[src/hw/rtl/assert_macros.svh]
// ----------------------------------------------------------------------------
// Assertion macros
// Concurrent assertion wrappers, compiled out when SYNTH is defined.
// ----------------------------------------------------------------------------
`ifndef ASSERT_MACROS_SVH
`define ASSERT_MACROS_SVH
`ifndef SYNTH
`define ACPP_ASSERT(lbl, clk, rst, prop) \
   lbl: assert property (@(posedge clk) disable iff (rst) prop) else $error("assertion failed");
`define ACPP_NEVER(lbl, clk, rst, expr) \
   lbl: assert property (@(posedge clk) disable iff (rst) !(expr)) else $error("illegal condition");
`else
`define ACPP_ASSERT(lbl, clk, rst, prop)
`define ACPP_NEVER(lbl, clk, rst, expr)
`endif
`endif

[src/hw/rtl/acpp_pkg.sv]
// ----------------------------------------------------------------------------
// ASCII command packet parser package
// Field widths, parser modes, result kinds and level scaling constants.
// ----------------------------------------------------------------------------
package acpp_pkg;

   localparam int BYTE_W  = 8;
   localparam int DIGIT_W = 4;
   localparam int FIELD_W = 7;
   localparam int KIND_W  = 3;
   localparam int MODE_W  = 3;
   localparam int CNT_W   = 4;

   localparam int TIME_DIGITS = 12;
   localparam logic [CNT_W-1:0] TIME_NEED  = CNT_W'(TIME_DIGITS);
   localparam logic [CNT_W-1:0] ALARM_NEED = CNT_W'(11);
   localparam int DAYS = 7;

   localparam logic [MODE_W-1:0] MODE_WAIT    = 3'd0;
   localparam logic [MODE_W-1:0] MODE_LEVEL   = 3'd1;
   localparam logic [MODE_W-1:0] MODE_TIME    = 3'd2;
   localparam logic [MODE_W-1:0] MODE_ALARM   = 3'd3;
   localparam logic [MODE_W-1:0] MODE_DISCARD = 3'd4;

   localparam logic [KIND_W-1:0] KIND_LEVEL     = 3'd0;
   localparam logic [KIND_W-1:0] KIND_TIME      = 3'd1;
   localparam logic [KIND_W-1:0] KIND_ALARM     = 3'd2;
   localparam logic [KIND_W-1:0] KIND_BAD_TIME  = 3'd3;
   localparam logic [KIND_W-1:0] KIND_BAD_ALARM = 3'd4;
   localparam logic [KIND_W-1:0] KIND_UNKNOWN   = 3'd5;

   localparam logic [BYTE_W-1:0] CHAR_H    = 8'h48;
   localparam logic [BYTE_W-1:0] CHAR_T    = 8'h54;
   localparam logic [BYTE_W-1:0] CHAR_A    = 8'h41;
   localparam logic [BYTE_W-1:0] CHAR_ZERO = 8'h30;
   localparam logic [BYTE_W-1:0] CHAR_NINE = 8'h39;

   // level value v = (c1*10 + c2 - 528) mod 256, accepted when v <= LEVEL_MAX
   localparam logic [BYTE_W-1:0] LEVEL_OFS = 8'd16;
   localparam logic [BYTE_W-1:0] LEVEL_MAX = 8'd100;
   localparam logic [FIELD_W-1:0] MINBRIGHT = 7'd124;

   // ceil(v*12121/10000) = ((v*12121 + 9999) * RECIP) >> RECIP_SH, exact for v <= 127
   localparam int RECIP_SH = 36;
   localparam longint unsigned RECIP = ((64'd1 << RECIP_SH) + 64'd9999) / 64'd10000;
   localparam longint unsigned LVL_MUL  = 64'd12121 * RECIP;
   localparam longint unsigned LVL_BIAS = 64'd9999 * RECIP;
   localparam int PROD_W = 45;

   typedef struct packed {
      logic [KIND_W-1:0]  kind;
      logic [FIELD_W-1:0] level;
      logic [FIELD_W-1:0] year;
      logic [FIELD_W-1:0] month;
      logic [FIELD_W-1:0] day_of_month;
      logic [FIELD_W-1:0] hour;
      logic [FIELD_W-1:0] minute;
      logic [FIELD_W-1:0] second;
      logic [FIELD_W-1:0] weekday_mask;
   } rec_type;

   function automatic logic [FIELD_W-1:0] pair(input logic [DIGIT_W-1:0] hi,
                                               input logic [DIGIT_W-1:0] lo);
      pair = FIELD_W'(hi) * FIELD_W'(10) + FIELD_W'(lo);
   endfunction

endpackage

[src/hw/rtl/ascii_command_packet_parser.sv]
// ----------------------------------------------------------------------------
// ASCII command packet parser
// Parses level (H), time (T) and alarm (A) packets from a byte stream.
// ----------------------------------------------------------------------------
// One byte is taken per clock while req_tready is high. For the byte that
// completes a packet, the parse stage registers the decoded fields, then the
// second stage scales the dimmer level through one constant multiply and
// registers the beat. req_tready drops only when both stages hold results and
// rsp_tready is low. Bytes that close no packet produce no beat; after any
// result the rest of the burst is dropped until a beat with req_tlast.
`include "assert_macros.svh"

module ascii_command_packet_parser (
   input  logic        clock,
   input  logic        reset,
   input  logic        req_tvalid,
   output logic        req_tready,
   input  logic [7:0]  req_tdata,   // rx_byte
   input  logic        req_tlast,   // burst_end
   output logic        rsp_tvalid,
   input  logic        rsp_tready,
   output logic [55:0] rsp_tdata,   // level, year, month, day_of_month, hour,
                                    // minute, second, weekday_mask (7 bits each)
   output logic [2:0]  rsp_tuser    // kind
);

   logic [acpp_pkg::MODE_W-1:0]  mode_ff, mode_in;
   logic [acpp_pkg::CNT_W-1:0]   cnt_ff, cnt_in;
   logic [acpp_pkg::BYTE_W-1:0]  fc_ff, fc_in;
   logic [acpp_pkg::DIGIT_W-1:0] store_ff [acpp_pkg::TIME_DIGITS];

   logic                s1_vld_ff, s1_vld_in;
   acpp_pkg::rec_type   s1_rec_ff, s1_rec_in;
   logic                rsp_vld_ff, rsp_vld_in;
   acpp_pkg::rec_type   rsp_rec_ff, rsp_rec_in;

   logic                          req_acc, out_free, s1_adv, hit, dig_we, is_digit;
   logic [acpp_pkg::DIGIT_W-1:0]  dval;
   logic [acpp_pkg::BYTE_W-1:0]   v8;
   logic [acpp_pkg::CNT_W-1:0]    cnt_inc;
   logic [acpp_pkg::PROD_W-1:0]   prod;
   logic [acpp_pkg::FIELD_W-1:0]  scaled;

   assign out_free   = !rsp_vld_ff || rsp_tready;
   assign s1_adv     = s1_vld_ff && out_free;
   assign req_tready = !s1_vld_ff || out_free;
   assign req_acc    = req_tvalid && req_tready;

   assign is_digit = (req_tdata >= acpp_pkg::CHAR_ZERO) && (req_tdata <= acpp_pkg::CHAR_NINE);
   assign dval     = acpp_pkg::DIGIT_W'(req_tdata - acpp_pkg::CHAR_ZERO);
   assign v8       = acpp_pkg::BYTE_W'(fc_ff * 8'd10) + req_tdata - acpp_pkg::LEVEL_OFS;
   assign cnt_inc  = cnt_ff + 4'd1;

   always_comb begin
      mode_in   = mode_ff;
      cnt_in    = cnt_ff;
      fc_in     = fc_ff;
      hit       = 1'b0;
      dig_we    = 1'b0;
      s1_rec_in = '0;
      case (mode_ff)
         acpp_pkg::MODE_WAIT: begin
            cnt_in = '0;
            if (req_tdata == acpp_pkg::CHAR_H) begin
               mode_in = acpp_pkg::MODE_LEVEL;
            end else if (req_tdata == acpp_pkg::CHAR_T) begin
               mode_in = acpp_pkg::MODE_TIME;
            end else if (req_tdata == acpp_pkg::CHAR_A) begin
               mode_in = acpp_pkg::MODE_ALARM;
            end else begin
               hit            = 1'b1;
               s1_rec_in.kind = acpp_pkg::KIND_UNKNOWN;
               mode_in        = acpp_pkg::MODE_DISCARD;
            end
         end
         acpp_pkg::MODE_LEVEL: begin
            if (cnt_ff == '0) begin
               fc_in  = req_tdata;
               cnt_in = 4'd1;
            end else begin
               if (v8 <= acpp_pkg::LEVEL_MAX) begin
                  hit             = 1'b1;
                  s1_rec_in.kind  = acpp_pkg::KIND_LEVEL;
                  s1_rec_in.level = v8[acpp_pkg::FIELD_W-1:0];
               end
               mode_in = acpp_pkg::MODE_DISCARD;
            end
         end
         acpp_pkg::MODE_TIME, acpp_pkg::MODE_ALARM: begin
            if (is_digit) begin
               dig_we = cnt_ff < acpp_pkg::TIME_NEED;
               cnt_in = cnt_inc;
               if (mode_ff == acpp_pkg::MODE_TIME && cnt_inc >= acpp_pkg::TIME_NEED) begin
                  hit                    = 1'b1;
                  s1_rec_in.kind         = acpp_pkg::KIND_TIME;
                  s1_rec_in.year         = acpp_pkg::pair(store_ff[0], store_ff[1]);
                  s1_rec_in.month        = acpp_pkg::pair(store_ff[2], store_ff[3]);
                  s1_rec_in.day_of_month = acpp_pkg::pair(store_ff[4], store_ff[5]);
                  s1_rec_in.hour         = acpp_pkg::pair(store_ff[6], store_ff[7]);
                  s1_rec_in.minute       = acpp_pkg::pair(store_ff[8], store_ff[9]);
                  s1_rec_in.second       = acpp_pkg::pair(store_ff[10], dval);
                  mode_in                = acpp_pkg::MODE_DISCARD;
               end else if (mode_ff == acpp_pkg::MODE_ALARM &&
                            cnt_inc >= acpp_pkg::ALARM_NEED) begin
                  hit              = 1'b1;
                  s1_rec_in.kind   = acpp_pkg::KIND_ALARM;
                  for (int i = 0; i < acpp_pkg::DAYS; i++) begin
                     s1_rec_in.weekday_mask[i] = store_ff[i] != '0;
                  end
                  s1_rec_in.hour   = acpp_pkg::pair(store_ff[7], store_ff[8]);
                  s1_rec_in.minute = acpp_pkg::pair(store_ff[9], dval);
                  mode_in          = acpp_pkg::MODE_DISCARD;
               end
            end else begin
               hit            = 1'b1;
               s1_rec_in.kind = (mode_ff == acpp_pkg::MODE_TIME) ?
                                acpp_pkg::KIND_BAD_TIME : acpp_pkg::KIND_BAD_ALARM;
               mode_in        = acpp_pkg::MODE_DISCARD;
            end
         end
         default: begin
            mode_in = acpp_pkg::MODE_DISCARD;
         end
      endcase
      if (req_tlast) begin
         mode_in = acpp_pkg::MODE_WAIT;
         cnt_in  = '0;
      end
   end

   always_comb begin
      if (req_acc) begin
         s1_vld_in = hit;
      end else if (s1_adv) begin
         s1_vld_in = 1'b0;
      end else begin
         s1_vld_in = s1_vld_ff;
      end
   end

   // level = 124 - ceil(v * 1.2121)
   assign prod   = acpp_pkg::PROD_W'(s1_rec_ff.level) * acpp_pkg::PROD_W'(acpp_pkg::LVL_MUL)
                 + acpp_pkg::PROD_W'(acpp_pkg::LVL_BIAS);
   assign scaled = prod[acpp_pkg::RECIP_SH +: acpp_pkg::FIELD_W];

   always_comb begin
      rsp_rec_in = s1_rec_ff;
      if (s1_rec_ff.kind == acpp_pkg::KIND_LEVEL) begin
         rsp_rec_in.level = acpp_pkg::MINBRIGHT - scaled;
      end
      if (s1_adv) begin
         rsp_vld_in = 1'b1;
      end else if (rsp_tready) begin
         rsp_vld_in = 1'b0;
      end else begin
         rsp_vld_in = rsp_vld_ff;
      end
   end

   always_ff @(posedge clock) begin
      if (reset) begin
         mode_ff    <= acpp_pkg::MODE_WAIT;
         cnt_ff     <= '0;
         fc_ff      <= '0;
         s1_vld_ff  <= 1'b0;
         rsp_vld_ff <= 1'b0;
      end else begin
         if (req_acc) begin
            mode_ff <= mode_in;
            cnt_ff  <= cnt_in;
            fc_ff   <= fc_in;
         end
         s1_vld_ff  <= s1_vld_in;
         rsp_vld_ff <= rsp_vld_in;
      end
   end

   always_ff @(posedge clock) begin
      if (req_acc && dig_we) begin
         store_ff[cnt_ff] <= dval;
      end
      if (req_acc) begin
         s1_rec_ff <= s1_rec_in;
      end
      if (s1_adv) begin
         rsp_rec_ff <= rsp_rec_in;
      end
   end

   assign rsp_tvalid = rsp_vld_ff;
   assign rsp_tuser  = rsp_rec_ff.kind;
   assign rsp_tdata  = {rsp_rec_ff.weekday_mask, rsp_rec_ff.second, rsp_rec_ff.minute,
                        rsp_rec_ff.hour, rsp_rec_ff.day_of_month, rsp_rec_ff.month,
                        rsp_rec_ff.year, rsp_rec_ff.level};

   `ACPP_ASSERT(a_s1_hold, clock, reset, s1_vld_ff && !out_free |=> s1_vld_ff && $stable(s1_rec_ff))
   `ACPP_ASSERT(a_burst_end, clock, reset, req_acc && req_tlast |=> mode_ff == acpp_pkg::MODE_WAIT && cnt_ff == '0)
   `ACPP_NEVER(a_cnt_range, clock, reset, cnt_ff > acpp_pkg::TIME_NEED)
   `ACPP_NEVER(a_ready_empty, clock, reset, !req_tready && !s1_vld_ff)
   `ACPP_NEVER(a_kind_range, clock, reset, rsp_vld_ff && rsp_rec_ff.kind > acpp_pkg::KIND_UNKNOWN)

endmodule
[config.mk]
export PLATFORM = sky130hd
export DESIGN_NAME = ascii_command_packet_parser
export DESIGN_NICKNAME = d
export VERILOG_FILES = /design/src/hw/rtl/acpp_pkg.sv /design/src/hw/rtl/ascii_command_packet_parser.sv
export VERILOG_INCLUDE_DIRS = /design/src /design/src/hw/rtl
export SDC_FILE = /design/constraint.sdc
export NUM_CORES = 1
export LEC_CHECK = 0
export ABC_AREA = 1
export BUFFER_PORTS_ARGS = -buffer_cell sky130_fd_sc_hd__buf_4
export CAP_MARGIN = 20
export CELL_PAD_IN_SITES_DETAIL_PLACEMENT = 1
export CELL_PAD_IN_SITES_GLOBAL_PLACEMENT = 1
export CORE_MARGIN = 1.5
export CORE_UTILIZATION = 46
export DETAILED_ROUTE_END_ITERATION = 6
export PLACE_DENSITY = 0.88
export SKIP_CTS_REPAIR_TIMING = 1
export SLEW_MARGIN = 20
export SYNTH_ARGS = -nofsm -noshare
export SYNTH_HDL_FRONTEND = slang
export SYNTH_SLANG_ARGS = --single-unit
[constraint.sdc]
create_clock -name clock -period 6.25 [get_ports clock]
set_input_delay 0.9375 -clock clock [delete_from_list [all_inputs] [get_ports clock]]
set_output_delay 0.9375 -clock clock [all_outputs]
set_load 0.01 [all_outputs]
# Yosys cells after proc, flatten, opt, wreduce, memory -nomap -nowiden
# Memories as Yosys holds them, arrays and structs flattened.
# Index checks and enable logic that the tools add are counted.
# Widths: inputs -> output; s select.
# word_totals
register_bits	135
mem_bits_rw	48
out_inout_bits	61
n_memories	1
# op_classes
addsub	14
multipliers	10
magnitude_cmp	6
n_eq_ne	10
muxes	41
bitwise_logic	5
n_reduce_logical	31
# memory_table
memory	words	width	rd	rd_ports_with_merged_regs	wr	line_no	source
store_ff	12	4	11	0	1	ascii_command_packet_parser.sv:30	logic [acpp_pkg::DIGIT_W-1:0] store_ff [acpp_pkg::TIME_DIGITS];
# ops
op	n
$add 7x4->7	8
$mul 4x3->6 const B	8
$add 43x36->43 const B	1
$mul 7x35->41 const B	1
$mux 3	13
$reduce_bool 4->1	8
$mux 14	2
$eq 8x7->1 const B	3
$pmux 3 s3	2
$mux 1	16
$mux 4	3
$pmux 4 s3	1
$ne 3x3->1 const B	3
$reduce_and 3->1	3
$add 8x8->8	1
$ge 4x4->1 const B	2
$ge 8x6->1 const B	1
$le 8x6->1 const B	1
$le 8x7->1 const B	1
$mul 8x3->7 const B	1
$sub 8x5->8 const B	1
$mux 7	1
$sub 7x7->7 const A	1
$eq 3x2->1 const B	2
other kinds (19)	33

# Depth between registers and ports, before layout
# logic_depth
depth_word	8
mapped_depth	37
ltp_nobuf	37

# Least setup slack after synthesis
# Ideal clock, no wire load.
# synth_timing
path_kind	flip-flop to flip-flop
from	reg s1_rec_ff[50] (netlist name)
to	reg rsp_rec_ff, in the netlist rsp_tdata[4] (data pin)
setup_time_ps	264
t_arrival_ps	5049
path_slack_ps	937
path_stages_with_launch	31
n_path_buf	0
period_less_slack_ps	5313
cell_sequence	edfxtp_1 -> inv_1 -> fa_1 -> inv_1 -> fa_1 -> fa_1 -> inv_1 -> fa_1 -> inv_1 -> ha_1 -> nand2_2 -> inv_1 -> nand2_1 -> nand2_1 -> nand2_1 -> nand3_1 -> nand2_1 -> nand2_1 -> xnor2_1 -> nand2_1 -> nor2_4 -> nand3_2 -> nand2_1 -> nand2_1 -> nand2_1 -> inv_1 -> ha_1 -> inv_1 -> nand2_1 -> o21ai_0 -> a31oi_1
# synth_lines
element	line_no	source
from (decl)	ascii_command_packet_parser.sv:33	acpp_pkg::rec_type s1_rec_ff, s1_rec_in;
from (signal assigned)	ascii_command_packet_parser.sv:183	s1_rec_ff <= s1_rec_in;
to (signal assigned)	ascii_command_packet_parser.sv:186	rsp_rec_ff <= rsp_rec_in;
to (decl)	ascii_command_packet_parser.sv:35	acpp_pkg::rec_type rsp_rec_ff, rsp_rec_in;

==> metrics.csv <==
stage,metric,value,unit
die,Ports,74,
sta,fin. max-slew vios,0,
placed_design,Post-Place Setup Slack,193,ps
synth,syn_nets,1903,
final_layout,Util after Layout,52.8,%
sta,final hold viol count,0,
run,maxcap violations,0,
grt,gr usage total,30.3,%
die,die span in x,178,µm
grt,global route overflow,0,
setup_path,register-to-register setup slack,180,ps
power,Clk network pwr share,27.1,%
sta,Final Cycle Share,97.1,%
clock_network,H-tree Lvls,4,
sta,Slew headroom,24.1,%
route,WL met1,19300,µm
grt,initial antenna violation count,0,
sta,fmax,165,MHz
placed_design,IO buf count,73,
synth,Synth Cell Area,14000,µm²
setup_path,critical path class,flip-flop to flip-flop,
power,pwr/cell area,262,nW/µm²
clock_network,clk buf depth,2,
route,final WL,47700,µm
power,worst ir drop on vdd,0.198,mV
die,core area,29900,µm²
die,FP Rows,63,
die,DIE HEIGHT,178,µm
route,Routed Antenna Nets,0,
route,drt pass-1 iters,7,
synth,"Distinct cells, synth",40,
clock_network,"Reg clk slew, reported paths",90,ps
placed_design,post-DP HPWL,34700,µm
route,DRC,3,
run_status,outcome,finished with violations,
setup_path,cell mode on critical path,nand2_1,
setup_path,CP required,6460,ps
grt,vias in the first global route,13100,
route,met3 wire length,2860,µm
clock_network,CTS Buf Count,17,
route,met2 wire length,23500,µm
placed_design,routability cong.,0.990,
grt,largest net degree at the start of global routing,60,
power,NetSw,1.70,mW
setup_path,CP endpoint kind,flip-flop,
route,top sig layer,met4,
route,Via Count,12400,
min_path,Hold WC Path Type,flip-flop to flip-flop,
final_layout,layout cells sized above 1,11.0,%
synth,"Primary FF master, synth",edfxtp_1,
power,Pint,2.44,mW
grt,first-pass GRT wire length,72600,µm
synth,cell count after synthesis,1664,
power,Logic pwr share,39.9,%
power,sw frac,41.1,%
synth,sequential share of the synthesized area,36.9,%
sta,Least-Margin Pin Slew,1130,ps
clock_network,worst-skew pair later-pin latency,460,ps
power,Pleak,7.82,nW
route,Avg Vias per Cell,5.74,
route,DR WL/cell,22.0,µm
final_layout,Nets,2004,
sta,Final Skew,19.5,ps
final_layout,Area Overhead vs Synth,12.4,%
setup_path,Worst path max stage delay,590,ps
synth,synthesis warning total,0,
final_layout,antenna diode count,0,
setup_path,Crit path arrival time,6280,ps
synth,Yosys reg bits,178,
clock_network,root buf cell,clkbuf_16,
clock_network,clk sinks,178,
sta,min Tclk post-route,6070,ps
final_layout,Multi-input gate area,7620,µm²
route,Initial DRC Count,1045,
synth,Post-synth ARST share,0,%
sta,setup ws final,182,ps
clock_network,CTS tree,yes,
setup_path,crit-path max FO,6,
setup_path,critical path launch point type,flip-flop,
die,Initial Util,47.0,%
power,sequential fraction of design power,33.0,%
final_layout,flip-flop and latch area,5180,µm²
run_status,failing checks,DRC,
synth,Post-synth EDFFs,162,
setup_path,"Slowest-stage cell, CP",fa_1,
setup_path,reg2reg path depth,28,
synth,mean post-synth cell area,8.44,µm²
min_path,hold path depth,0,
die,die area,31600,µm²
final_layout,fillcell total,3587,
sta,final setup vio count,0,
-- routing by layer --
layer | up-vias | global-route usage, %
met1 | 6124 | 37.4
met3 | 173 | 4.35
met2 | 567 | 52.9
met5 | - | 0
met4 | 0 | 12.4
li1 | 5580 | -
-- cell families after synthesis --
logic type / Yosys count / synth area share (%)
simple gates: 749 / 23.2
buf+inv: 335 / 8.98
fa+ha+maj: 226 / 22.9
flops: 178 / 36.9
compound gates: 140 / 5.66
xor+xnor: 36 / 2.30
-- final timing paths --
path                        from       endpoint
hold reg to reg   rsp_rec_in[46]  rsp_tdata[11]
hold / removal    rsp_rec_in[46]  rsp_tdata[11]
setup reg to reg   s1_rec_ff[53]   rsp_tdata[4]
setup / recovery   s1_rec_ff[53]   rsp_tdata[4]
-- state kept, by name, indices dropped and copies added, names as in the netlist --
signal,cells
rsp_tdata,56
rsp_rec_in,52
store_ff,44
fc_ff,7
s1_rec_ff,7
cnt_ff,4
mode_ff,3
rsp_tuser,3
rsp_tvalid,1
s1_vld_ff,1
-- per-stage QoR --
step                area, µm²  instances  hold WS [ps]  TNS (ps)  power (mW)
floorplan               14000       1664           400         0        2.50
global placement        15100       2125           404         0        2.88
detailed placement      15100       2125           406         0        2.96
CTS                     15700       2157           415         0        4.10
global route            15800       2168           430     -25.1        4.33
finish                  15800       2168           412         0        4.14
-- final cells by class --
cell class,instances,area share [%]
multi-input combinational,1151,48.3
sequential,178,32.9
inverter,328,7.80
timing repair buffer,89,4.23
tap,390,3.09
clock buffer,17,2.70
clock inverter,15,1.05
-- cells in the mapped netlist, types with 4 or more instances --
cell type	number	area (µm²)
nand2_1	398	1490
nand2_2	21	131
nand4_1	18	113
nor2_2	15	93.8
nor3_1	27	135
nor4_1	4	25.0
a211oi_1	11	82.6
a32o_1	4	40.0
a21oi_1	74	370
nor2_1	144	541
a31oi_1	9	56.3
xnor2_1	14	123
edfxtp_1	162	4860
fa_1	52	1040
clkbuf_1	6	22.5
nor2_4	4	45.0
dfxtp_1	16	320
nand3_1	86	430
xor2_1	21	184
inv_2	6	22.5
o21ai_0	29	145
ha_1	174	2180
nand3_2	10	100
or2_2	13	81.3
inv_1	322	1210
-- worst max-delay path: cells and delay by family (launching register included) --
| family | cells | cell delay, ps |
|---|---|---|
| adders and majority gates | 6 | 2560 |
| and+or+nand+nor | 15 | 2050 |
| buffers and inverters | 5 | 490 |
| DFF | 1 | 460 |
| AOI/OAI and AO/OA | 2 | 270 |
-- power groups by stage --
stage / registers (mW) / logic [mW] / clock network [mW]
after floorplan: 1.40 / 1.09 / 0
after global routing: 1.37 / 1.80 / 1.15
after CTS: 1.37 / 1.61 / 1.12
final: 1.37 / 1.65 / 1.12
after detailed placement: 1.40 / 1.57 / 0
after global placement: 1.39 / 1.48 / 0
-- layout by cell type (no fill, tap or decap), types with 2 or more instances in the layout --
cell type,count
a211oi_1,11
a21oi_1,73
a31oi_1,9
a32o_1,4
and2_1,2
buf_4,89
clkbuf_16,17
clkinvlp_4,3
dfxtp_1,16
edfxtp_1,162
fa_1,52
ha_1,174
inv_1,320
inv_2,8
inv_6,4
inv_8,5
nand2_1,398
nand2_2,21
nand3_1,86
nand3_2,9
nand3_4,2
nand3b_1,3
nand4_1,18
nor2_1,144
nor2_2,15
nor2_4,4
nor3_1,27
nor3b_1,3
nor4_1,4
o211ai_1,3
o21ai_0,29
o21bai_1,3
or2_2,13
xnor2_1,14
xor2_1,21
Power figures use the tool's default switching activity.
